### src/cls_pkg.sv
package cls_pkg;

    // level count and field widths
    localparam int NUM_LEVELS = 2;
    localparam int LVL_W      = 3;
    localparam int IDX_W      = (NUM_LEVELS > 1) ? $clog2(NUM_LEVELS) : 1;
    localparam int RATE_W     = 54;
    localparam int SIZE_W     = 25;
    localparam int QDEL_W     = 48;
    localparam int CDEL_W     = 40;
    localparam int WGT_W      = 7;
    localparam int NSEC_W     = 30;
    localparam int PROD_W     = SIZE_W + NSEC_W;

    // shared divider widths
    localparam int DVD_W = 64;
    localparam int DVS_W = RATE_W;
    localparam int CNT_W = $clog2(DVD_W);

    // stream packing
    localparam int S_TDATA_W = 120;
    localparam int M_TDATA_W = 8;

    localparam logic [WGT_W-1:0]  WGT_RESET  = 7'd10;
    localparam logic [NSEC_W-1:0] NS_PER_SEC = 30'd1000000000;

    // item kinds carried in s_tuser
    localparam logic OP_SELECT = 1'b0;
    localparam logic OP_REPORT = 1'b1;

    typedef enum logic [3:0] {
        S_IDLE,
        S_CUR,
        S_CUR_W,
        S_UP,
        S_UP_W,
        S_DESC,
        S_DESC_CHK,
        S_DESC_W,
        S_SEL_FIN,
        S_REP,
        S_REP_W,
        S_MAC,
        S_AVG_W,
        S_COMMIT,
        S_DONE
    } cls_state_t;

endpackage

### src/cls_div.sv
module cls_div
    import cls_pkg::*;
(
    input  logic             clk,
    input  logic             rst_n,
    input  logic             start,
    input  logic [DVD_W-1:0] dividend,
    input  logic [DVS_W-1:0] divisor,
    output logic             done,
    output logic [DVD_W-1:0] quotient
);

    logic             busy_reg, busy_next;
    logic             done_reg, done_next;
    logic [CNT_W-1:0] cnt_reg, cnt_next;
    logic [DVS_W-1:0] rem_reg, rem_next;
    logic [DVD_W-1:0] quo_reg, quo_next;
    logic [DVS_W-1:0] dvs_reg, dvs_next;
    logic [DVS_W:0]   trial;
    logic [DVS_W:0]   diff;
    logic             ge;

    // one quotient bit per cycle, restoring
    always_comb
    begin
        trial     = {rem_reg, quo_reg[DVD_W-1]};
        diff      = trial - {1'b0, dvs_reg};
        ge        = (trial >= {1'b0, dvs_reg});
        busy_next = busy_reg;
        done_next = 1'b0;
        cnt_next  = cnt_reg;
        rem_next  = rem_reg;
        quo_next  = quo_reg;
        dvs_next  = dvs_reg;
        if (start)
        begin
            busy_next = 1'b1;
            cnt_next  = CNT_W'(DVD_W - 1);
            rem_next  = '0;
            quo_next  = dividend;
            dvs_next  = divisor;
        end
        else if (busy_reg)
        begin
            rem_next = ge ? diff[DVS_W-1:0] : trial[DVS_W-1:0];
            quo_next = {quo_reg[DVD_W-2:0], ge};
            cnt_next = cnt_reg - 1'b1;
            if (cnt_reg == '0)
            begin
                busy_next = 1'b0;
                done_next = 1'b1;
            end
        end
    end

    // control state
    always_ff @(posedge clk or negedge rst_n)
    begin
        if (!rst_n)
        begin
            busy_reg <= 1'b0;
            done_reg <= 1'b0;
            cnt_reg  <= '0;
        end
        else
        begin
            busy_reg <= busy_next;
            done_reg <= done_next;
            cnt_reg  <= cnt_next;
        end
    end

    // datapath shift registers
    always_ff @(posedge clk)
    begin
        rem_reg <= rem_next;
        quo_reg <= quo_next;
        dvs_reg <= dvs_next;
    end

    assign done     = done_reg;
    assign quotient = quo_reg;

endmodule

### src/compression_level_selector.sv
// compression level selector, one shared bit-serial divider
// divisions: a select needs none on an unmeasured level, else up to
// max(2, NUM_LEVELS) divisions; a report up to two
// throughput: one item at a time; a finished result waits in the output register
// while the next transaction is taken
// reset (rst_n, asynchronous): all rates unmeasured, level 0, no exploration, weight 10
module compression_level_selector
    import cls_pkg::*;
(
    input  logic                 clk,
    input  logic                 rst_n,
    // configuration
    input  logic                 cfg_wr_en,
    input  logic [WGT_W-1:0]     cfg_wr_data,   // avg_weight
    // input stream
    input  logic                 s_tvalid,
    output logic                 s_tready,
    input  logic [S_TDATA_W-1:0] s_tdata,       // block_size, queue_delay_ns, compress_delay_ns
    input  logic                 s_tuser,       // operation
    // result stream
    output logic                 m_tvalid,
    input  logic                 m_tready,
    output logic [M_TDATA_W-1:0] m_tdata,       // chosen_level
    output logic                 m_tuser        // exploring
);

    cls_state_t state_reg, state_next;

    logic [RATE_W-1:0] rate_reg [NUM_LEVELS];
    logic              rate_we;
    logic [IDX_W-1:0]  rate_widx;
    logic [RATE_W-1:0] rate_wdata;

    logic [WGT_W-1:0]  wgt_reg;
    logic [LVL_W-1:0]  lvl_reg, lvl_next;
    logic              expl_reg, expl_next;
    logic [LVL_W-1:0]  cur_lvl_reg, cur_lvl_next;
    logic              expl_act_reg, expl_act_next;
    logic [LVL_W-1:0]  pend_lvl_reg, pend_lvl_next;
    logic              pend_expl_reg, pend_expl_next;
    logic [LVL_W-1:0]  res_lvl_reg, res_lvl_next;
    logic              res_expl_reg, res_expl_next;
    logic              out_valid_reg, out_valid_next;
    logic [LVL_W-1:0]  out_lvl_reg, out_lvl_next;
    logic              out_expl_reg, out_expl_next;

    logic [PROD_W-1:0] prod_reg, prod_next;
    logic [QDEL_W-1:0] qdel_reg, qdel_next;
    logic [CDEL_W-1:0] cdel_reg, cdel_next;

    logic [SIZE_W-1:0] in_size;
    logic              accept;

    logic [LVL_W-1:0]  rd_lvl;
    logic [RATE_W-1:0] rd_rate;

    logic                    div_start;
    logic [DVD_W-1:0]        div_dvd;
    logic [DVS_W-1:0]        div_dvs;
    logic                    div_done;
    logic [DVD_W-1:0]        div_q;

    logic [WGT_W-1:0]        wgt_eff;
    logic [WGT_W-1:0]        wgt_m1;
    logic [RATE_W+WGT_W-1:0] prev_mul;
    logic [DVD_W-1:0]        avg_sum;
    logic                    q_lt;
    logic                    q_gt;

    assign in_size  = s_tdata[SIZE_W-1:0];
    assign s_tready = (state_reg == S_IDLE);
    assign accept   = s_tvalid && s_tready;

    // single read port on the rate table
    always_comb
    begin
        case (state_reg)
            S_UP:              rd_lvl = lvl_reg + 1'b1;
            S_REP, S_REP_W,
            S_MAC, S_AVG_W:    rd_lvl = pend_lvl_reg;
            default:           rd_lvl = lvl_reg;
        endcase
    end
    assign rd_rate = rate_reg[rd_lvl[IDX_W-1:0]];

    // running average numerator: sample + old * (n - 1)
    assign wgt_eff  = (wgt_reg == '0) ? WGT_W'(1) : wgt_reg;
    assign wgt_m1   = wgt_eff - 1'b1;
    assign prev_mul = rd_rate * wgt_m1;
    assign avg_sum  = div_q + DVD_W'(prev_mul);

    // predicted time against queue delay
    assign q_lt = (div_q < DVD_W'(qdel_reg));
    assign q_gt = (div_q > DVD_W'(qdel_reg));

    // divider operand selection
    always_comb
    begin
        case (state_reg)
            S_MAC:
            begin
                div_dvd = avg_sum;
                div_dvs = DVS_W'(wgt_eff);
            end
            S_REP:
            begin
                div_dvd = DVD_W'(prod_reg);
                div_dvs = DVS_W'(cdel_reg);
            end
            default:
            begin
                div_dvd = DVD_W'(prod_reg);
                div_dvs = rd_rate;
            end
        endcase
    end

    cls_div u_div (
        .clk      (clk),
        .rst_n    (rst_n),
        .start    (div_start),
        .dividend (div_dvd),
        .divisor  (div_dvs),
        .done     (div_done),
        .quotient (div_q)
    );

    // sequencer: next state and outputs
    always_comb
    begin
        state_next     = state_reg;
        lvl_next       = lvl_reg;
        expl_next      = expl_reg;
        cur_lvl_next   = cur_lvl_reg;
        expl_act_next  = expl_act_reg;
        pend_lvl_next  = pend_lvl_reg;
        pend_expl_next = pend_expl_reg;
        res_lvl_next   = res_lvl_reg;
        res_expl_next  = res_expl_reg;
        out_lvl_next   = out_lvl_reg;
        out_expl_next  = out_expl_reg;
        out_valid_next = out_valid_reg && !m_tready;
        prod_next      = prod_reg;
        qdel_next      = qdel_reg;
        cdel_next      = cdel_reg;
        div_start      = 1'b0;
        rate_we        = 1'b0;
        rate_widx      = pend_lvl_reg[IDX_W-1:0];
        rate_wdata     = div_q[RATE_W-1:0];

        case (state_reg)
            S_IDLE:
            begin
                if (accept)
                begin
                    prod_next  = in_size * NS_PER_SEC;
                    qdel_next  = s_tdata[SIZE_W +: QDEL_W];
                    cdel_next  = s_tdata[SIZE_W+QDEL_W +: CDEL_W];
                    lvl_next   = cur_lvl_reg;
                    expl_next  = 1'b0;
                    state_next = (s_tuser == OP_SELECT) ? S_CUR : S_REP;
                end
            end
            // current level: unmeasured keeps it
            S_CUR:
            begin
                if (rd_rate == '0)
                begin
                    state_next = S_SEL_FIN;
                end
                else
                begin
                    div_start  = 1'b1;
                    state_next = S_CUR_W;
                end
            end
            S_CUR_W:
            begin
                if (div_done)
                begin
                    state_next = q_lt ? S_UP : S_DESC;
                end
            end
            // try one level up, or explore an unmeasured one
            S_UP:
            begin
                if (lvl_reg == LVL_W'(NUM_LEVELS - 1))
                begin
                    state_next = S_SEL_FIN;
                end
                else if (rd_rate != '0)
                begin
                    div_start  = 1'b1;
                    state_next = S_UP_W;
                end
                else
                begin
                    if (!expl_act_reg)
                    begin
                        expl_act_next = 1'b1;
                        expl_next     = 1'b1;
                        lvl_next      = lvl_reg + 1'b1;
                    end
                    state_next = S_SEL_FIN;
                end
            end
            S_UP_W:
            begin
                if (div_done)
                begin
                    if (q_lt)
                    begin
                        lvl_next = lvl_reg + 1'b1;
                    end
                    state_next = S_SEL_FIN;
                end
            end
            // step down while too slow
            S_DESC:
            begin
                if (q_gt && (lvl_reg != '0))
                begin
                    lvl_next   = lvl_reg - 1'b1;
                    state_next = S_DESC_CHK;
                end
                else
                begin
                    state_next = S_SEL_FIN;
                end
            end
            S_DESC_CHK:
            begin
                if (rd_rate == '0)
                begin
                    state_next = S_SEL_FIN;
                end
                else
                begin
                    div_start  = 1'b1;
                    state_next = S_DESC_W;
                end
            end
            S_DESC_W:
            begin
                if (div_done)
                begin
                    state_next = S_DESC;
                end
            end
            S_SEL_FIN:
            begin
                pend_lvl_next  = lvl_reg;
                pend_expl_next = expl_reg;
                res_lvl_next   = lvl_reg;
                res_expl_next  = expl_reg;
                state_next     = S_DONE;
            end
            // report: measured rate of the pending block
            S_REP:
            begin
                if (cdel_reg == '0)
                begin
                    state_next = S_COMMIT;
                end
                else
                begin
                    div_start  = 1'b1;
                    state_next = S_REP_W;
                end
            end
            // a zero sample leaves the rate untouched
            S_REP_W:
            begin
                if (div_done)
                begin
                    if (div_q == '0)
                    begin
                        state_next = S_COMMIT;
                    end
                    else if (rd_rate == '0)
                    begin
                        rate_we    = 1'b1;
                        state_next = S_COMMIT;
                    end
                    else
                    begin
                        state_next = S_MAC;
                    end
                end
            end
            S_MAC:
            begin
                div_start  = 1'b1;
                state_next = S_AVG_W;
            end
            S_AVG_W:
            begin
                if (div_done)
                begin
                    rate_we    = 1'b1;
                    state_next = S_COMMIT;
                end
            end
            // end exploration or commit the pending level
            S_COMMIT:
            begin
                if (pend_expl_reg)
                begin
                    expl_act_next  = 1'b0;
                    pend_expl_next = 1'b0;
                    res_lvl_next   = cur_lvl_reg;
                end
                else
                begin
                    cur_lvl_next = pend_lvl_reg;
                    res_lvl_next = pend_lvl_reg;
                end
                res_expl_next = 1'b0;
                state_next    = S_DONE;
            end
            // hand the result to the output register
            S_DONE:
            begin
                if (!out_valid_reg || m_tready)
                begin
                    out_valid_next = 1'b1;
                    out_lvl_next   = res_lvl_reg;
                    out_expl_next  = res_expl_reg;
                    state_next     = S_IDLE;
                end
            end
            default:
            begin
                state_next = S_IDLE;
            end
        endcase
    end

    // control state
    always_ff @(posedge clk or negedge rst_n)
    begin
        if (!rst_n)
        begin
            state_reg     <= S_IDLE;
            wgt_reg       <= WGT_RESET;
            cur_lvl_reg   <= '0;
            expl_act_reg  <= 1'b0;
            pend_lvl_reg  <= '0;
            pend_expl_reg <= 1'b0;
            out_valid_reg <= 1'b0;
            for (int i = 0; i < NUM_LEVELS; i++)
            begin
                rate_reg[i] <= '0;
            end
        end
        else
        begin
            state_reg     <= state_next;
            cur_lvl_reg   <= cur_lvl_next;
            expl_act_reg  <= expl_act_next;
            pend_lvl_reg  <= pend_lvl_next;
            pend_expl_reg <= pend_expl_next;
            out_valid_reg <= out_valid_next;
            if (cfg_wr_en)
            begin
                wgt_reg <= cfg_wr_data;
            end
            if (rate_we)
            begin
                rate_reg[rate_widx] <= rate_wdata;
            end
        end
    end

    // payload registers
    always_ff @(posedge clk)
    begin
        lvl_reg      <= lvl_next;
        expl_reg     <= expl_next;
        res_lvl_reg  <= res_lvl_next;
        res_expl_reg <= res_expl_next;
        out_lvl_reg  <= out_lvl_next;
        out_expl_reg <= out_expl_next;
        prod_reg     <= prod_next;
        qdel_reg     <= qdel_next;
        cdel_reg     <= cdel_next;
    end

    assign m_tvalid = out_valid_reg;
    assign m_tdata  = M_TDATA_W'(out_lvl_reg);
    assign m_tuser  = out_expl_reg;

endmodule
### config.mk
export PLATFORM = sky130hd
export DESIGN_NAME = compression_level_selector
export DESIGN_NICKNAME = d
export VERILOG_FILES = /design/src/cls_pkg.sv /design/src/cls_div.sv /design/src/compression_level_selector.sv
export SDC_FILE = /design/constraint.sdc
export NUM_CORES = 2
export LEC_CHECK = 0
export BUFFER_PORTS_ARGS = -buffer_cell sky130_fd_sc_hd__clkbuf_2
export CORE_ASPECT_RATIO = 0.75
export CORE_MARGIN = 2
export CORE_UTILIZATION = 56
export DETAILED_ROUTE_END_ITERATION = 8
export PLACE_DENSITY = 0.71
export REMOVE_ABC_BUFFERS = 1
export SYNTH_ARGS = -nofsm -noshare
export SYNTH_HDL_FRONTEND = slang
export SYNTH_SLANG_ARGS = --single-unit
### constraint.sdc
create_clock -name clk -period 21.3 [get_ports clk]
set_clock_uncertainty 0.05 [all_clocks]
set_input_delay 1.065 -clock clk [delete_from_list [all_inputs] [get_ports clk]]
set_output_delay 1.065 -clock clk [all_outputs]
set_load 0.1 [all_outputs]
# --- Word-level counts from Yosys, hierarchy flattened ---
# Cells that the tools add are included.
op_classes:
  bitwise_logic: 2
  order_cmp: 6
  n_addsub: 6
  reduce_logical: 29
  muxes: 71
  n_mul: 2
  eq_ne: 28
op_table:
  columns: ["op", "n"]
  rows:
  - ["two-way mux 54 bit", 5]
  - ["two-way mux 64 bit", 3]
  - ["bitwise mux 108 bit", 1]
  - ["case mux 54 bit (2 select lines)", 1]
  - ["adder 64 x 61 -> 64 bit", 1]
  - ["> comparator 64 x 48 -> 1 bit", 1]
  - ["logical NOT 64 bit", 1]
  - ["less-than comparator 64 x 48 -> 1 bit", 1]
  - ["multiplier 54 x 7 -> 61 bit", 1]
  - ["case mux 4 bit (14 select lines)", 1]
  - [">= comparator 55 x 54 -> 1 bit", 1]
  - ["demux 54 bit (select 1 bit)", 1]
  - ["logical NOT 54 bit", 1]
  - ["nonzero test 54 bit", 1]
  - ["subtractor 54 bit", 1]
  - ["two-way mux 4 bit", 13]
  - ["multiplier 25 x 21 -> 46 bit, second input constant", 1]
  - ["logical NOT 40 bit", 1]
  - ["two-way mux 3 bit", 12]
  - ["equality test 4 bit, second input constant", 7]
  - ["two-way mux 1 bit", 23]
  - ["equality test 4 x 3 -> 1 bit, second input constant", 4]
  - ["!= test 2 bit, second input constant", 7]
  - ["two-way mux 6 bit", 2]
  - ["32 further kinds", 53]
totals:
  elab_cells: 168
  input_bits: 133
  regBits: 454
  output_inout_bits: 11

# --- Longest topological paths before layout ---
depth:
  ltp_word: 12
  ltp_mapped: 30
  ltp_nobuf: 28

# --- Hierarchy ---
# A second synthesis with hierarchy kept.
unflattened:
  cells_unflattened: 4838
  area_unflattened_um2: 47993.5
by_module_without_submodules:
  columns: ["mod", "cells_each", "area_each_um2", "seq_area_each_um2", "instances"]
  rows:
  - ["compression_level_selector", 3846, 37563.5, 7589.8, 1]
  - ["cls_div", 992, 10430.0, 4824.6, 1]

# --- Worst setup path before layout ---
# No wires, ideal clock.
synth_timing:
  path_type: "reg-to-reg"
  from: "reg lvl_reg[0]"
  to: "reg u_div.quo_reg[56] (netlist: u_div.quotient[56]) (data pin)"
  arrival_ps: 7040
  setup_ps: 267
  period_less_slack_ps: 7357
  stages_incl_launch_ff: 29
  n_path_buf: 2
  t_required_ps: 20983
  slack_ps: 13943
  path_cell_list: "edfxtp_1 > nor2_1 > a22o_1 > a21oi_1 > o21ai_1 > buf_2 > buf_1 > mux2i_1 > nor2_1 > fa_1 > inv_1 > fa_1 > inv_1 > fa_1 > inv_1 > fa_1 > inv_1 > ha_1 > a21o_1 > a311o_1 > a31oi_1 > o21ai_0 > o21a_1 > o211a_1 > o21ai_0 > o21ba_2 > o21ai_0 > xnor2_1 > o21ai_0"
synth_via:
  elab_chain_cells: 11
  word_cells_on_any_way: 17
  classes_between: "add/sub (2); mul (1); eq/ne (1); mux (10); bitwise (1); reduce/logical (2)"
synth_lines:
  columns: ["element", "line_no", "text"]
  rows:
  - ["start: declaration", "compression_level_selector.sv:35", "logic [LVL_W-1:0] lvl_reg, lvl_next;"]
  - ["start signal: assignment", "compression_level_selector.sv:378", "lvl_reg <= lvl_next;"]
  - ["branches (longest 10 deep; another with adder 64 x 61 -> 64 bit)", null, null]
  - ["two-way mux 64 bit *", "cls_div.sv:35", "if (start)"]
  - ["net u_div.quo_next[56]", "cls_div.sv:17", "logic [DVD_W-1:0] quo_reg, quo_next;"]
  - ["end signal: assignment", "cls_div.sv:77", "quo_reg <= quo_next;"]
  - ["end: declaration", "cls_div.sv:17", null]
# Mark *: on every way through the listed nets, which the timed path passes. The select of a mux whose other input is x is not followed.
# A chain may end at the register's enable or synchronous reset.

# --- Worst setup path after layout ---
layout_timing:
  from: "reg state_reg[1]"
  to: "reg u_div.quo_reg[56] (netlist: u_div.quotient[56]) (data pin)"
layout_via:
  elab_chain_cells: 12
  word_cells_on_any_way: 24
  classes_between: "add/sub (1); mul (1); eq/ne (7); mux (10); bitwise (1); reduce/logical (4)"
layout_lines:
  columns: ["element", "line_no", "text"]
  rows:
  - ["start: declaration", "compression_level_selector.sv:27", "cls_state_t state_reg, state_next;"]
  - ["start signal: assignment", "compression_level_selector.sv:358", "state_reg <= state_next;"]
  - ["branches (longest 11 deep; another with adder 64 x 61 -> 64 bit)", null, null]
  - ["two-way mux 64 bit *", "cls_div.sv:35", null]
  - ["net u_div.quo_next[56]", "cls_div.sv:17", null]
# Marked as above.

==> impl_metrics.csv <==
group,metric,value,unit
status,status,"completed",
clock_tree,cts_buffers,50,
critical_path,end_kind,"flip-flop",
floorplan,coreArea,84000,µm²
sta,period_share,0.469,
detailed_routing,drc,0,
clock_tree,cts_buffer_depth,3,
synthesis,yosysSeqAreaShare,0.262,
critical_path,cp-start-kind,"flip-flop",
critical_path,criticalPathCategory,"reg -> reg",
clock_tree,cts_tree,"built",
sta,fmax,100,MHz
critical_path,regToRegStartpoint,"state_reg[1]",
power,p_leak,25.4,nW
global_route,grt_max_degree,133,
final_layout,layout.nets,6040,
clock_tree,postCtsHoldBufs,0,
power,power.density,108,nW/µm²
detailed_routing,routedWlPerCell,20.7,µm
sta,layout_min_cycle_time,9980,ps
final_layout,final_cell_area,51000,µm²
placed_design,dp_slack,11540,ps
power,vdd_drop_max,0.268,mV
synthesis,syn_inst,4864,
detailed_routing,wl,126000,µm
clock_tree,post_cts_buffers,0,
final_layout,multi_input_comb_area,31000,µm²
global_route,first_global_vias,35369,
detailed_routing,dr.first_iter.drc_count,3099,
power,pwr-share-clk,0.168,
power,combPwrFrac,0.627,
floorplan,num_io_pins,144,
synthesis,yosys_warnings,0,
global_route,gr-total-overflow,0,
synthesis,synth_commonest_cells,"inv_1, fa_1, ha_1, nor2_1, edfxtp_1",
synthesis,synth_edf_count,264,
synthesis,yosysTopAreaCellShare,0.234,
detailed_routing,ant_nets,0,
sta,totalNegativeSetupSlack,0,ps
critical_path,crit_slowest_cell,"mux2i_1",
clock_tree,clk_pin_slew,70,ps
critical_path,slowest_delay,900,ps
floorplan,die_height,256,µm
clock_tree,cts-resized-gates,0,
global_route,antenna_found_initial,2,
sta,timing.final.ws_setup,11320,ps
sta,rsz0062_at_grt,"false",
synthesis,synth_top_cell_by_area,"fa_1",
critical_path,crit_start,"state_reg[1]",
floorplan,fp-row-count,92,
clock_tree,cts_root_buf,"clkbuf_16",
global_route,track_usage,0.296,
worst_hold_path,hold_class,"in -> async",
synthesis,ys_ff_latch,454,
final_layout,n_fill_cell,7192,
sta,setup_viol,0,
floorplan,start_util,0.565,
synthesis,synth_area_leaders,"fa_1, edfxtp_1, ha_1",
power,sequentialPowerShare,0.206,
clock_tree,htreeDepth,2,
final_layout,layout-drive-gt1-share,0.108,
critical_path,critPathRequiredTime,21620,ps
clock_tree,insertion_delay,650,ps
sta,finalMaxSlewViolations,0,
floorplan,die_area,87100,µm²
placed_design,place_hpwl,98100,µm
global_route,grt_pass1_wl,201000,µm
placed_design,postPlaceCellArea,49300,µm²
sta,slew_headroom,0.189,
synthesis,synth-async-reset-ratio,0.300,
final_layout,area_growth,7.39,%
floorplan,die_w,340,µm
synthesis,synthDistinctLibCells,84,
power,p_sw_frac,0.433,
detailed_routing,vias,35225,
placed_design,port_buffers,131,
synthesis,netlist_area,47500,µm²
critical_path,crit_arrival,10300,ps
synthesis,ys.flop_type,"edfxtp_1",
placed_design,place_congestion,0.953,
sta,hold_viol_final,0,
final_layout,largest_reg_flops,108,
detailed_routing,firstDrtPassIters,7,
clock_tree,cts.sinks,454,
synthesis,avgSynthCellArea,9.76,µm²
final_layout,ff_latch_area,12400,µm²
power,p_int,3.13,mW
synthesis,yosysMostFrequentCell,"inv_1",
final_layout,final_core_util,0.607,
sta,tightest_slew,1180,ps
flow_run,max-cap-violations,0,
power,p_switching,2.39,mW
critical_path,reg2regPathDepth,27,
critical_path,cp_max_fo,33,
detailed_routing,avgViaCountPerCell,5.78,
final_layout,antenna_cells,0,
-- area by class of cell --
cell class | count | share of cell area
Multi-Input combinational cell | 3352 | 0.609
Sequential cell | 454 | 0.244
Clock buffer | 59 | 0.0260
Tap cell | 1128 | 0.0277
Clock inverter | 35 | 0.00761
Timing Repair Buffer | 181 | 0.0206
Inverter | 889 | 0.0655
-- metrics by stage --
step / hold WS, ps / instances / total power, mW
6_report: 347 / 6098 / 5.52
5_1_grt: 399 / 6098 / 6.07
4_1_cts: 381 / 6098 / 5.55
3_5_place_dp: 402 / 6004 / 4.59
3_3_place_gp: 400 / 6004 / 4.54
2_1_floorplan: 350 / 4695 / 3.77
-- cells in the final DEF (no fill, tap or decap), types with 56 or more instances in the layout --
cell / Yosys / final
inv_1: 888 / 887
nor2_1: 415 / 413
xnor2_1: 93 / 90
nand3_1: 59 / 58
o21ai_0: 249 / 249
or2_2: 135 / 135
mux2i_1: 104 / 104
clkbuf_2: 0 / 130
dfrtp_1: 134 / 133
nand2_1: 222 / 221
a21oi_1: 261 / 261
ha_1: 425 / 425
xor2_1: 58 / 56
mux2_2: 91 / 91
fa_1: 554 / 554
a21o_1: 147 / 146
nor4_1: 58 / 58
edfxtp_1: 264 / 264
-- power groups by stage --
| stage | clock network, mW | registers (mW) | logic [mW] |
|---|---|---|---|
| after global routing | 0.973 | 1.14 | 3.96 |
| after global placement | 0 | 1.15 | 3.38 |
| after floorplan | 0 | 1.15 | 2.62 |
| final | 0.925 | 1.14 | 3.46 |
| after detailed placement | 0 | 1.15 | 3.44 |
| after CTS | 0.940 | 1.14 | 3.48 |
-- metal layers --
metal	up-vias	global-route usage	part of all wire
li1	16210	-	-
met3	180	0.0810	0.10
met2	1359	0.434	0.43
met5	-	0.00603	0.00081
met4	6	0.0743	0.025
met1	17470	0.434	0.45
-- path summary, 6_finish.rpt --
path                                      end  slack [ps]
setup / recovery           u_div.quotient[56]       11320
hold / removal                     wgt_reg[6]         350
setup reg to reg           u_div.quotient[56]       11320
hold reg to reg                       m_tuser         430
max in group asynchronous        rate_reg[73]       19330
min in group clk                      m_tuser         430
-- worst max-delay path: cells and delay by family, from the launching register on --
| kind | cells | cell delay, ps |
|---|---|---|
| DFF | 1 | 710 |
| adders and majority gates | 5 | 2440 |
| and+or+nand+nor | 2 | 620 |
| muxes | 1 | 900 |
| xor gates and xnor gates | 1 | 160 |
| buffers and inverters | 5 | 1170 |
| AOI/OAI and AO/OA | 13 | 3580 |
-- logic make-up after synthesis --
logic type                 after synthesis  share of synthesized area
AOI/OAI and AO/OA                      889                      0.115
xor gates and xnor gates               151                     0.0279
adders and majority gates              979                      0.346
buffers and inverters                 1062                     0.0874
DFF                                    454                      0.262
muxes                                  225                     0.0514
other                                    1                  0.0000790
and+or+nand+nor                       1103                      0.111
No activity file was read; power rests on OpenSTA's default activity.
